<file path="config.mk">
export PLATFORM = sky130hd
export DESIGN_NAME = rmcu_cov_mem
export DESIGN_NICKNAME = d
export VERILOG_FILES = /design/src/design/rmcu_pkg.sv /design/src/design/rmcu_cov_mem.sv
export SDC_FILE = /design/constraint.sdc
export NUM_CORES = 2
export LEC_CHECK = 0
export BUFFER_PORTS_ARGS = -buffer_cell sky130_fd_sc_hd__buf_2
export CORE_MARGIN = 8
export CORE_UTILIZATION = 33
export CTS_BUF_LIST = sky130_fd_sc_hd__clkbuf_8
export DETAILED_ROUTE_END_ITERATION = 6
export SYNTH_ARGS = -nofsm -noshare
export SYNTH_HDL_FRONTEND = slang
export SYNTH_SLANG_ARGS = --single-unit
</file>
<file path="constraint.sdc">
create_clock -name clk -period 6.6 [get_ports clk]
set_input_delay 1.32 -clock clk [delete_from_list [all_inputs] [get_ports clk]]
set_output_delay 1.32 -clock clk [all_outputs]
set_load 0.01 [all_outputs]
</file>
<file path="src/design/rmcu_pkg.sv">
// ----------------------------------------------------------------------------
// rmcu_pkg
// Shared types and constants for the running mean / covariance block.
// ----------------------------------------------------------------------------
package rmcu_pkg;

  // item field widths
  localparam int KIND_W  = 2;
  localparam int VAL_W   = 32;
  localparam int IDX_W   = 3;
  localparam int NP_W    = 4;
  localparam int MEAN_W  = 32;
  localparam int COV_W   = 64;
  localparam int CNT_W   = 32;

  localparam int MAX_PARAMS_DEF = 8;
  localparam logic [NP_W-1:0] NP_RESET = 4'd8;

  // shared divider geometry
  localparam int DIV_NW = 64;
  localparam int DIV_DW = 33;
  localparam int DIV_CW = 6;

  typedef enum logic [KIND_W-1:0] {
    KIND_ADD   = 2'd0,
    KIND_CLEAR = 2'd1,
    KIND_READ  = 2'd2,
    KIND_RSVD  = 2'd3
  } kind_t;

endpackage

</file>
<file path="src/design/rmcu_cov_mem.sv">
// ----------------------------------------------------------------------------
// rmcu_cov_mem
// Covariance store: one write and one registered read per cycle, with a
// valid bit per entry so that clear takes effect at once.
// ----------------------------------------------------------------------------
module rmcu_cov_mem #(
  parameter int DEPTH = 64,
  parameter int AW    = 6
) (
  input  logic                        clk,
  input  logic                        rst_n,
  input  logic                        clr,
  input  logic                        we,
  input  logic [AW-1:0]               waddr,
  input  logic [rmcu_pkg::COV_W-1:0]  wdata,
  input  logic [AW-1:0]               raddr,
  output logic [rmcu_pkg::COV_W-1:0]  rdata
);
  import rmcu_pkg::*;

  logic [COV_W-1:0] mem [DEPTH];
  logic [DEPTH-1:0] vld_r;
  logic [COV_W-1:0] rd_r;
  logic             rvld_r;

  // valid bits
  always_ff @(posedge clk) begin
    if (!rst_n || clr) begin
      vld_r  <= '0;
      rvld_r <= 1'b0;
    end else begin
      rvld_r <= vld_r[raddr];
      if (we) vld_r[waddr] <= 1'b1;
    end
  end

  // storage
  always_ff @(posedge clk) begin
    if (we) mem[waddr] <= wdata;
    rd_r <= mem[raddr];
  end

  assign rdata = rvld_r ? rd_r : '0;
endmodule
</file>
==> metrics.txt <==
Worst-path clk slew=60 ps; routed via count=76000; Design Power=0.0527 W; Core Region=between 400000 and 500000 um^2; CTS Buf Count=636; Synth Area in Compound Gates=0.0116; switching share of power=0.223; Clock Sinks=4225; Net Sw Power=around 0.012 W; RSZ-0062 raised after global routing=false; Fin. Hold Viols=0; dominant cell by count in the synthesized netlist=edfxtp_1; die area=505000 um^2; ys async rst share=0; syn nets=6590; Avg WL per Cell=just over 30 um; layout cell share with drive strength beyond 1=0.329; filler cell count=42900; starting density of the core=0.331; Achievable Freq=238 MHz; Syn Std Cell Area=around 160000 um^2; Crit Path Class=register to output port; EDFF count, synth=4096; Resized cells post-CTS=0; I/O pin count=roughly 140; clock network power share=0.387; status=completed; largest net degree at the start of global routing=roughly 120; Final Critical Period=4200 ps; worst hold path depth=1; sequential area share after synthesis=0.789; crit-path cells=buf_4, and2_1, buf_2; Sequential Area=126000 um^2; Buf+Inv Stages, Crit Path=2; DP Cell Count=13000; area post-placement=170000 um^2; GPL Wtd Cong=between 0.7 and 0.8; Post-Synthesis Cells=6510; CTS tree=built; register bit total from synthesis=4225; post-synth cell types=34; footprint of the multi-input gates=between 30000 and 40000 um^2; input/output buffers=143; Pleak=around 56 nW; Overflow after GRT=0; DR DRC count=0; setup slack, reg-to-reg=4330 ps; Synth Area in XOR/XNOR=0; Synth warnings=0; HP Class=register to register; Worst slew margin=0.161; WHS Endpoint=vld_r[13]$_SDFFE_PP0P_; final instance area=182000 um^2; Post-synth top cells=edfxtp_1 (4096), mux4_2 (1232), clkbuf_1 (169); non-filler cells, final=14200; DP HPWL=240000 um; worst skew pair latency=1110 ps; worst vdd ir=roughly 0.17 mV; launch point of the worst hold path=vld_r[13]$_SDFFE_PP0P_; vias in the first global route=77700; Startpoint Class=register; CP Data Arrival Time=2880 ps; Max Cap Viol=0; setup TNS=0 ps; maximum net fanout on the critical path=33; slowest CP cell=dfxtp_4; Power Density=290 nW/um^2; Critical R2R Launch=mem[18][49]$_DFFE_PP_; Post-CTS Setup Bufs=0; height of the die=710 um; Final Cycle Share=0.636; Final Skew=approximately 70 ps; H-tree lvl count=6; Worst EP required=5280 ps; Post-Synth Adder-Cell Area=0; top cell type by total area after synthesis=edfxtp_1; area delta synth->final=14.2%; Slew Limit Fails=0; Clock Path Buffers=4; actual slew at the worst max-slew pin=1260 ps; via/cell ratio=5.36; Reg2Reg Depth=4; initial antenna violation count=75; critical path capture point type=output port; post-synthesis mux area share=0.179; first-pass GRT wire length=611000 um; root cell of the clock tree=clkbuf_8; main combinational cell family by area after synthesis=multiplexers; die span in x=710 um; Final ANT Viol Nets=0; Routed WL=about 440000 um; hold buffers post-CTS=0; Reg power frac=0.566; Int Pwr=0.0409 W; Simple-Gate Fraction of Synth Area=0.0103; Total GRT Usage=0.170; Pre-antenna DRT Iters=6; 1st-iter DRT viols=9414; ys flop type=edfxtp_1; crit-path max cell delay=730 ps; Final setup viols=0; Total Nets Final=7277; kind of cell adding the most delay to the critical path=flip-flops; Syn Area/Cell=24.4 um^2; Gate power share=0.047; Critical R2R Capture=rd_r[49]$_DFF_P_; synth top area cells=edfxtp_1 (77%), mux4_2 (17%), dfxtp_1 (1.6%), buf_2 (0.45%), mux2i_1 (0.45%); share of the synthesized area in the top cell type=0.773; Rows=255
## registers in the layout, summed over array words and instances, names as in the netlist
register,flops
mem,4096
rd_r,64
vld_r,64
rvld_r,1
## cell families (layout without fill, tap and decap cells)
logic type	Yosys count	after routing
buffers and inverters	357	1563
AO/OA/AOI/OAI	280	280
other	0	44
flip-flops	4225	4225
multiplexers	1305	1305
AND/OR/NAND/NOR	343	343
## per-layer routing
layer  vias to the layer above  wire length, um  track usage
li1                      29700                -            -
met1                     41800           174000        0.229
met2                      3710           215000        0.280
met3                       731            36100       0.0316
met4                        22            15500       0.0577
met5                         -              156            0
## metrics by stage
stage / util / hold slack [ps] / setup WS, ps
finish: 0.378 / 463 / 2400
global route: 0.378 / 478 / 2220
CTS: 0.377 / 464 / 2230
detailed placement: 0.353 / 450 / 1910
global placement: 0.353 / 441 / 1930
floorplan: - / 435 / 1430
## worst max path at each step
stage	endpoint	cells past startpoint	slack, ps	start
after floorplan	mem[0][0]$_DFFE_PP_	4	1430	waddr[5]
after global placement	rd_r[61]$_DFF_P_	7	1930	raddr[0]
after detailed placement	rd_r[61]$_DFF_P_	7	1910	raddr[0]
after CTS	rdata[2]	3	2230	rvld_r$_SDFF_PP0_
after global routing	rdata[2]	3	2220	rvld_r$_SDFF_PP0_
final	rdata[63]	3	2400	rvld_r$_SDFF_PP0_
## layout make-up
| cell class | instances | area share |
|---|---|---|
| clock inverters | 477 | 0.0144 |
| inverters | 1 | 0.0000620 |
| flip-flops and latches | 4225 | 0.691 |
| clock buffers | 680 | 0.0515 |
| repair buffers | 405 | 0.0192 |
| multi-input cells | 1928 | 0.179 |
| diodes | 44 | 0.000606 |
| well taps | 6425 | 0.0442 |
## layout by cell type, fill, tap and decap left out, types with 5 or more instances in the layout
master | Yosys | layout
nor2b_1 | 7 | 5
diode_2 | 0 | 44
edfxtp_1 | 4096 | 4096
clkbuf_8 | 0 | 680
nor2_1 | 129 | 68
dfxtp_1 | 129 | 128
a21oi_1 | 106 | 106
nand3_1 | 10 | 9
buf_4 | 12 | 202
nor3_1 | 92 | 87
inv_6 | 0 | 13
clkinvlp_4 | 0 | 18
inv_8 | 0 | 10
buf_12 | 0 | 61
inv_1 | 0 | 199
a31oi_1 | 18 | 18
and2_1 | 64 | 64
bufinv_16 | 0 | 18
nor2_4 | 0 | 60
nand2b_1 | 7 | 6
o22ai_1 | 21 | 21
clkinv_1 | 0 | 134
buf_2 | 144 | 138
clkinv_2 | 0 | 81
o21a_1 | 64 | 64
o211ai_1 | 18 | 18
o221ai_1 | 44 | 44
mux4_2 | 1232 | 1232
mux2i_1 | 72 | 72
nand2_1 | 26 | 25
## worst reg2reg max path, stage by stage, from the launching register on
cell      delay [ps]
edfxtp_1         380
mux4_2           510
mux4_2           500
a21oi_1          620
nor2_1           110
## power groups by stage
stage | clock network (W) | registers [W] | logic, W
2_1_floorplan | 0 | 0.0303 | 0.00143
3_3_place_gp | 0 | 0.0304 | 0.00247
3_5_place_dp | 0 | 0.0304 | 0.00253
4_1_cts | 0.0208 | 0.0298 | 0.00253
5_1_grt | 0.0219 | 0.0298 | 0.00264
6_report | 0.0204 | 0.0298 | 0.00250
(Power assumes the default switching activity.)
