<file path="src/design/rmcu_pkg.sv">
// ----------------------------------------------------------------------------
// rmcu_pkg
// Shared types and constants for the running mean / covariance block.
// ----------------------------------------------------------------------------
package rmcu_pkg;

  // item field widths
  localparam int KIND_W  = 2;
  localparam int VAL_W   = 32;
  localparam int IDX_W   = 3;
  localparam int NP_W    = 4;
  localparam int MEAN_W  = 32;
  localparam int COV_W   = 64;
  localparam int CNT_W   = 32;

  localparam int MAX_PARAMS_DEF = 8;
  localparam logic [NP_W-1:0] NP_RESET = 4'd8;

  // shared divider geometry
  localparam int DIV_NW = 64;
  localparam int DIV_DW = 33;
  localparam int DIV_CW = 6;

  typedef enum logic [KIND_W-1:0] {
    KIND_ADD   = 2'd0,
    KIND_CLEAR = 2'd1,
    KIND_READ  = 2'd2,
    KIND_RSVD  = 2'd3
  } kind_t;

endpackage

</file>
<file path="src/design/rmcu_div.sv">
// ----------------------------------------------------------------------------
// rmcu_div
// Shared restoring divider, one quotient bit per cycle, round to nearest
// with ties away from zero on the unsigned magnitudes.
// ----------------------------------------------------------------------------
module rmcu_div (
  input  logic                        clk,
  input  logic                        rst_n,
  input  logic                        start,
  input  logic [rmcu_pkg::DIV_NW-1:0] num,
  input  logic [rmcu_pkg::DIV_DW-1:0] den,
  output logic                        done,
  output logic [rmcu_pkg::DIV_NW-1:0] quo
);
  import rmcu_pkg::*;

  logic              run_r, rnd_r, done_r;
  logic [DIV_CW-1:0] cnt_r;
  logic [DIV_DW:0]   rem_r;
  logic [DIV_NW-1:0] q_r, quo_r;
  logic [DIV_DW-1:0] den_r;

  logic [DIV_DW:0]   rem_sh, rem_dn;
  logic              ge, rnd_up;

  // one restoring step
  always_comb begin
    rem_sh = {rem_r[DIV_DW-1:0], q_r[DIV_NW-1]};
    ge     = (rem_sh >= {1'b0, den_r});
    rem_dn = ge ? (rem_sh - {1'b0, den_r}) : rem_sh;
    rnd_up = ({rem_r[DIV_DW-1:0], 1'b0} >= {1'b0, den_r});
  end

  // control
  always_ff @(posedge clk) begin
    if (!rst_n) begin
      run_r  <= 1'b0;
      rnd_r  <= 1'b0;
      done_r <= 1'b0;
      cnt_r  <= '0;
    end else begin
      done_r <= !start && !run_r && rnd_r;
      if (start) begin
        run_r <= 1'b1;
        cnt_r <= '0;
      end else if (run_r) begin
        cnt_r <= cnt_r + 1'b1;
        if (cnt_r == DIV_CW'(DIV_NW - 1)) begin
          run_r <= 1'b0;
          rnd_r <= 1'b1;
        end
      end else if (rnd_r) begin
        rnd_r <= 1'b0;
      end
    end
  end

  // datapath
  always_ff @(posedge clk) begin
    if (start) begin
      q_r   <= num;
      rem_r <= '0;
      den_r <= den;
    end else if (run_r) begin
      rem_r <= rem_dn;
      q_r   <= {q_r[DIV_NW-2:0], ge};
    end else if (rnd_r) begin
      quo_r <= q_r + DIV_NW'(rnd_up);
    end
  end

  assign done = done_r;
  assign quo  = quo_r;
endmodule

</file>
<file path="config.mk">
export PLATFORM = sky130hd
export DESIGN_NAME = rmcu_div
export DESIGN_NICKNAME = d
export VERILOG_FILES = /design/src/design/rmcu_pkg.sv /design/src/design/rmcu_div.sv
export SDC_FILE = /design/constraint.sdc
export NUM_CORES = 1
export LEC_CHECK = 0
export ABC_AREA = 1
export BUFFER_PORTS_ARGS = -buffer_cell sky130_fd_sc_hd__buf_2
export CAP_MARGIN = 20
export CORE_ASPECT_RATIO = 0.5
export CORE_MARGIN = 3
export CORE_UTILIZATION = 40
export DETAILED_ROUTE_END_ITERATION = 8
export SLEW_MARGIN = 20
export SYNTH_ARGS = -nofsm -noshare
export SYNTH_HDL_FRONTEND = slang
export SYNTH_SLANG_ARGS = --single-unit
</file>
<file path="constraint.sdc">
create_clock -name clk -period 9.4 [get_ports clk]
set_clock_uncertainty 0.05 [all_clocks]
set_input_delay 0.47 -clock clk [delete_from_list [all_inputs] [get_ports clk]]
set_output_delay 0.47 -clock clk [all_outputs]
set_load 0.01 [all_outputs]
</file>
==> impl_metrics.csv, run 1 <==
group,metric,value,unit
status,status,"finished clean",
critical_path,critPathLaunch,"den_r[16]",
placed_design,dpl_cell_area,13500,um2
critical_path,worstReg2RegStart,"den_r[16]",
floorplan,core-area,29600,um2
placed_design,dp.cells,2103,
placed_design,portBuffers,164,
synthesis,ys_seq_area_share,46.3,%
timing,setup_tns,0,ns
critical_path,worstSetupPathType,"register to register",
critical_path,rrSetupSlack,5.57,ns
floorplan,die_y,130,um
clocking,cts_resized,0,
final_layout,nNetsFinal,1872,
clocking,cts_htree_levels,1,
floorplan,fp.dieW,254,um
global_route,grt_max_degree,81,
run,max_cap_violations,0,
critical_path,path_cells,"inv_1, ha_1, nand2_1, nor2_2, nand2_2, inv_2, nand2_1, nand2_1, nand2_1, nand3_1, ha_1, ha_1, nand3_1, inv_1, nand2_2, nor2_2, and3_1, nand3b_1, nor2_2, nand2_1, xor2_1",
final_layout,synthToLayoutAreaGrowth,16.1,%
clocking,cts_sinks,203,
global_route,grt_pass1_wl,54600,um
detailed_routing,ant_nets,0,
final_layout,fillers,2998,
detailed_routing,routed_wl,34700,um
timing,fmax,261,MHz
critical_path,slowest_delay,0.34,ns
timing,final_hold_viol_count,0,
timing,final_max_slew_viol_count,0,
placed_design,place.gp.congestion,0.963,
synthesis,syn_avg_cell_area,7.78,um2
clocking,cts_buffers,21,
synthesis,synth_cells,1574,
power_and_ir_drop,ir_drop,0.121,mV
global_route,grt_usage,21.2,%
clocking,postCtsSetupRepairBufs,0,
floorplan,die-area,32900,um2
clocking,hold_buffers,0,
power_and_ir_drop,p_per_area,155,nW/um2
detailed_routing,dr.pass1.iters,6,
placed_design,place_ws,5.58,ns
final_layout,final_util,48.1,%
clocking,path_clk_slew,0.07,ns
timing,rsz0062_at_grt,"false",
timing,post-route-period-util,40.8,%
critical_path,crit_fanout,5,
timing,slew-limit-headroom,36.1,%
detailed_routing,drt-initial-drc-count,767,
clocking,clk-insertion-delay-late,0.53,ns
final_layout,antenna_cells,0,
global_route,antenna_found_initial,1,
clocking,cts_tree,"done",
critical_path,endpoint,"quo[58]",
timing,layout_min_cycle_time,3.83,ns
clocking,clockRootBuffer,"clkbuf_16",
synthesis,yosys_warnings,0,
synthesis,synth_cell_type_count,34,
placed_design,place_hpwl,26500,um
detailed_routing,routedWlPerCell,16.2,um
clocking,cts.path.max_buffers,3,
critical_path,rr_endpoint,"quo[58]",
critical_path,end_kind,"register",
min_path,hp-class,"input pin to register",
synthesis,ys_ff_latch,203,
synthesis,syn-num-nets,1711,
power_and_ir_drop,p_leak,6.56,nW
critical_path,critical_path_arrival,4.07,ns
timing,worst-slew-pin-transition,0.957,ns
global_route,gr-total-overflow,0,
critical_path,reg2reg_depth,21,
detailed_routing,drc,0,
floorplan,placementRows,44,
floorplan,start_util,41.4,%
floorplan,io_pins,165,
final_layout,instances_no_fill,2141,
final_layout,drive_above_1_share,14.7,%
global_route,grt_pass1_vias,10078,
final_layout,final_area,14200,um2
detailed_routing,vias,10481,
synthesis,synth_area,12300,um2
critical_path,cpMostUsedCell,"nand2_1",
critical_path,worst_ep_required_time,9.63,ns
timing,worst_slack,5.57,ns
critical_path,startpoint_type,"register",
critical_path,critPathSlowestCell,"ha_1",
timing,setup_viol,0,
detailed_routing,via_per_inst,4.90,
-- routing by layer --
| metal | track usage (%) | vias to the layer above | share of wire [%] |
|---|---|---|---|
| li1 | - | 5380 | - |
| met1 | 28.2 | 4809 | 45 |
| met2 | 36.6 | 241 | 47 |
| met3 | 3.78 | 49 | 5.3 |
| met4 | 4.30 | 2 | 1.9 |
| met5 | 0 | - | 0.037 |
-- per-stage QoR --
stage / power [W] / hold slack, ns
floorplan: 0.00121 / 0.372
global placement: 0.00129 / 0.389
detailed placement: 0.00129 / 0.394
CTS: 0.00223 / 0.0367
global route: 0.00230 / 0.0507
finish: 0.00220 / 0.0618
-- placed cells by master (no fill, tap or decap), drive strengths merged, types with 36 or more instances in the layout --
cell,n
buf,171
dfxtp,42
edfxtp,161
ha,36
inv,283
nand2,503
nand3,96
nand4,55
nor2,120
nor3,44
o21ai,74
xor2,62
-- cell families (layout without fill, tap and decap cells) --
group | after synthesis | in the layout | share of synthesized area [%]
AOI/OAI and AO/OA | 96 | 96 | 3.99
xor gates and xnor gates | 77 | 77 | 5.50
adders and majority gates | 37 | 37 | 3.84
buffers and inverters | 314 | 490 | 10.0
DFF | 203 | 203 | 46.3
and+or+nand+nor | 847 | 847 | 30.3
-- cells in the mapped netlist, drive strengths merged --
cell / count / share of area (%)
fa: 1 / 0.16
nand3b: 4 / 0.25
nor3b: 1 / 0.061
o211ai: 1 / 0.061
inv: 281 / 8.6
nor4: 11 / 0.66
nand2: 503 / 16
ha: 36 / 3.7
and2: 8 / 0.41
dfxtp: 42 / 6.9
nor3: 44 / 1.9
xor2: 62 / 4.4
edfxtp: 161 / 39
o21bai: 1 / 0.061
nor2: 120 / 4.0
a21oi: 20 / 0.85
buf: 9 / 0.68
nand3: 96 / 4.5
xnor2: 15 / 1.1
clkbuf: 24 / 0.74
nand4: 55 / 2.8
o21ai: 74 / 3.0
and3: 4 / 0.20
or2: 1 / 0.051
-- worst min-delay path by stage --
stage / startpoint / endpoint / cells past startpoint
2_1_floorplan: cnt_r[4] / cnt_r[4] / 1
3_3_place_gp: cnt_r[4] / cnt_r[4] / 1
3_5_place_dp: rem_r[32] / rem_r[32] / 2
4_1_cts: den[25] / den_r[25] / 1
5_1_grt: den[19] / den_r[19] / 1
6_report: den[25] / den_r[25] / 1
-- sequential cells by signal, indices dropped and copies added, names as in the netlist --
name / cells
cnt_r: 6
den_r: 33
rnd_r: 1
quo: 64
q_r: 64
rem_r: 33
run_r: 1
done: 1
-- worst max-delay path: cells and delay by family, from the launching register on --
family,cells,cell delay [ns]
buffers and inverters,3,0.23
flip-flops,1,0.32
adder cells (fa/ha/maj),3,0.78
AND/OR/NAND/NOR,14,2.06
XOR/XNOR,1,0.14
-- area by class of cell --
class                      instances  area, um2  area share, %
inverter                         281       1050           7.42
multi-input combinational       1057       5370           37.8
clock buffer                      23        533           3.75
tap                              391        489           3.44
clock inverter                    15        218           1.53
timing repair buffer             171        880           6.18
sequential                       203       5680           39.9
-- power by group --
group	internal (W)	total, W	leakage (nW)	switching (W)
logic	0.0000706	0.000214	4.30	0.000144
clock network	0.000553	0.000934	0.370	0.000381
registers	0.00102	0.00106	1.90	0.0000324
total	0.00165	0.00220	6.56	0.000557
No activity file was read; power rests on OpenSTA's default activity.
==> run 2, diff against run 1 <==
Settings changed: ABC_AREA 1 to 0.
Clock period 9.4 ns to 3.7 ns, I/O delays scaled along.
==> run 2 against run 1 <==
Compared with the run above:
- fmax up 3.9%
- hold slack better by 0.088 ns
- synthesized cell count down 41%
- final cell count down 25%
- die area down 14%
- non-clock buffer count up 155
- clock-buffer cell count up 5
- register-to-register slack worse by 5.6 ns
- largest power group unchanged
- highest routed layer is now met4
==> impl_metrics.csv, run 2 <==
group,metric,value,unit
floorplan,fp.dieW,236,um
floorplan,core-area,25500,um2
critical_path,worst_ep_required_time,3.91,ns
run,max_cap_violations,0,
clocking,clk-insertion-delay-late,0.52,ns
synthesis,async_flop_share,0,%
timing,layout_min_cycle_time,3.69,ns
min_path,min-delay-start,"start",
synthesis,yosys_warnings,0,
synthesis,syn-num-nets,1071,
synthesis,synth.most_common_cell,"edfxtp_1",
clocking,cts_tree,"done",
detailed_routing,routedWlPerCell,16.7,um
detailed_routing,ant_nets,0,
clocking,cts_sinks,203,
global_route,grt_pass1_wl,42700,um
synthesis,syn_avg_cell_area,11.3,um2
placed_design,place_hpwl,18300,um
critical_path,critPathSlowestCell,"or3_4",
floorplan,die_y,121,um
floorplan,die-area,28400,um2
synthesis,synth_edf_count,161,
final_layout,fillers,2222,
critical_path,startpoint_type,"register",
detailed_routing,via_per_inst,5.14,
timing,worst-slew-pin-transition,0.936,ns
placed_design,place.gp.congestion,0.906,
synthesis,synth_top_area_share,45.9,%
timing,rsz0062_at_grt,"true",
clocking,clockRootBuffer,"clkbuf_16",
power_and_ir_drop,p_per_area,415,nW/um2
final_layout,layout_commonest_cell,"buf_2",
placed_design,place_ws,-0.186,ns
detailed_routing,drc,0,
min_path,hp-class,"input pin to register",
timing,final_max_slew_viol_count,0,
timing,fmax,271,MHz
synthesis,synthTopCellsByArea,"edfxtp_1 (46%), dfxtp_1 (8.0%), mux2_2 (6.2%)",
timing,setup_viol,0,
synthesis,synth_cell_type_count,62,
clocking,path_clk_slew,0.06,ns
synthesis,ys_ff_latch,203,
timing,final_hold_viol_count,0,
power_and_ir_drop,p_leak,5.57,nW
synthesis,ys_seq_area_share,53.9,%
critical_path,end_kind,"register",
clocking,cts.path.max_buffers,3,
global_route,gr-total-overflow,0,
clocking,cts_htree_levels,1,
floorplan,start_util,41.3,%
critical_path,worstSetupPathType,"register to register",
critical_path,worstReg2RegStart,"den_r[28]",
final_layout,antenna_cells,0,
global_route,grt_usage,18.4,%
synthesis,synth_area,10500,um2
final_layout,synthToLayoutAreaGrowth,33.0,%
critical_path,path_cells,"inv_1, ha_4, nand4_1, nor4_2, buf_4, nand2_4, a221o_1, nand2_2, ha_4, ha_4, nand3_4, nor4_4, nand2b_4, or3_4, buf_8, nor4_4, xnor2_1",
clocking,cts_buffers,21,
final_layout,regArea,5680,um2
critical_path,cpMostUsedCell,"ha_4",
final_layout,multiInputGateArea,4690,um2
synthesis,synth_cells,934,
final_layout,nNetsFinal,1387,
global_route,grt_max_degree,130,
power_and_ir_drop,ir_drop,0.249,mV
final_layout,final_cell_mix,"buf_2 (163), edfxtp_1 (161), nand2_1 (98), dlygate4sd3_1 (98), xnor2_1 (64)",
synthesis,synth_top_area_cell,"edfxtp_1",
status,status,"finished clean",
detailed_routing,vias,8263,
global_route,antenna_found_initial,0,
global_route,grt_pass1_vias,8197,
placed_design,portBuffers,164,
critical_path,slowest_delay,0.34,ns
timing,post-route-period-util,99.8,%
final_layout,instances_no_fill,1608,
timing,worst_slack,0.00889,ns
critical_path,crit_fanout,8,
detailed_routing,drt-initial-drc-count,534,
detailed_routing,dr.pass1.iters,4,
floorplan,io_pins,165,
detailed_routing,routed_wl,26800,um
placed_design,dp.cells,1467,
synthesis,synth_common_cells,"edfxtp_1 (161), nand2_1 (101), xnor2_1 (64)",
synthesis,synth_ff_type,"edfxtp_1",
final_layout,drive_above_1_share,27.8,%
floorplan,placementRows,41,
critical_path,critical_path_arrival,3.90,ns
timing,slew-limit-headroom,37.3,%
critical_path,critPathLaunch,"den_r[28]",
==> run 2: where the power goes <==
part	internal (W)	total (W)	leakage [nW]	switching, W
combinational	0.000458	0.000915	3.35	0.000456
clock	0.00128	0.00216	0.335	0.000883
sequential	0.00263	0.00275	1.89	0.000117
==> run 2: path summary, 6_finish.rpt <==
check,to,slack [ns],depth (start not counted)
hold reg to reg,rem_r[7],0.44,2
setup / recovery,quo[54],0.009,17
setup reg to reg,quo[54],0.009,17
hold / removal,rem_r[0],0.15,4
==> run 2: cell type report <==
type / count / share of cell area, %
Sequential cell: 203 / 40.5
Multi-Input combinational cell: 644 / 33.5
Timing Repair Buffer: 326 / 16.6
Clock buffer: 28 / 4.01
Tap cell: 344 / 3.07
Inverter: 54 / 1.45
Clock inverter: 9 / 0.866
==> run 2: what timing repair did <==
| item | CTS | global route |
|---|---|---|
| endpoints found under the setup margin | 24 | 37 |
| hold buffers | 98 | 0 |
| pin swaps | 3 | 10 |
| buffers inserted | 1 | 5 |
| gates resized for setup | 5 | 28 |
| endpoints found under the hold margin | 100 | 0 |
==> run 2: kinds of logic after synthesis <==
kind of cell,after synthesis,share of synthesized area [%]
xor gates and xnor gates,93,7.73
buffers and inverters,87,3.25
adders and majority gates,37,4.46
AOI/OAI and AO/OA,151,9.36
and+or+nand+nor,295,14.2
muxes,68,7.15
DFF,203,53.9
==> run 2: routing by layer <==
layer  track usage (%)  share of wire, %  up-vias
met5                 0                 0        -
met4              4.86               2.2        0
met3              3.10               4.3       41
met2              31.1                48      187
met1              24.8                46     3980
li1                  -                 -     4055
==> run 2: stage by stage <==
| stage | TNS, ns | instance area [um2] | hold WS [ns] | util (%) | power (W) |
|---|---|---|---|---|---|
| after floorplan | 0 | 10500 | 0.234 | - | 0.00330 |
| after global routing | -0.640 | 14000 | 0.172 | 54.9 | 0.00611 |
| after detailed placement | -2.31 | 12100 | 0.313 | 47.5 | 0.00359 |
| after global placement | -0.530 | 12100 | 0.311 | 47.5 | 0.00358 |
| after CTS | -0.00132 | 13800 | 0.137 | 54.1 | 0.00587 |
| final | 0 | 14000 | 0.150 | 54.9 | 0.00582 |
==> run 2: critical path: cells and delay by family (launching register included) <==
| kind | cells | cell delay [ns] |
|---|---|---|
| xor+xnor | 1 | 0.10 |
| flops | 1 | 0.32 |
| buf+inv | 3 | 0.38 |
| simple gates | 9 | 1.73 |
| fa+ha+maj | 3 | 0.57 |
| compound gates | 1 | 0.29 |
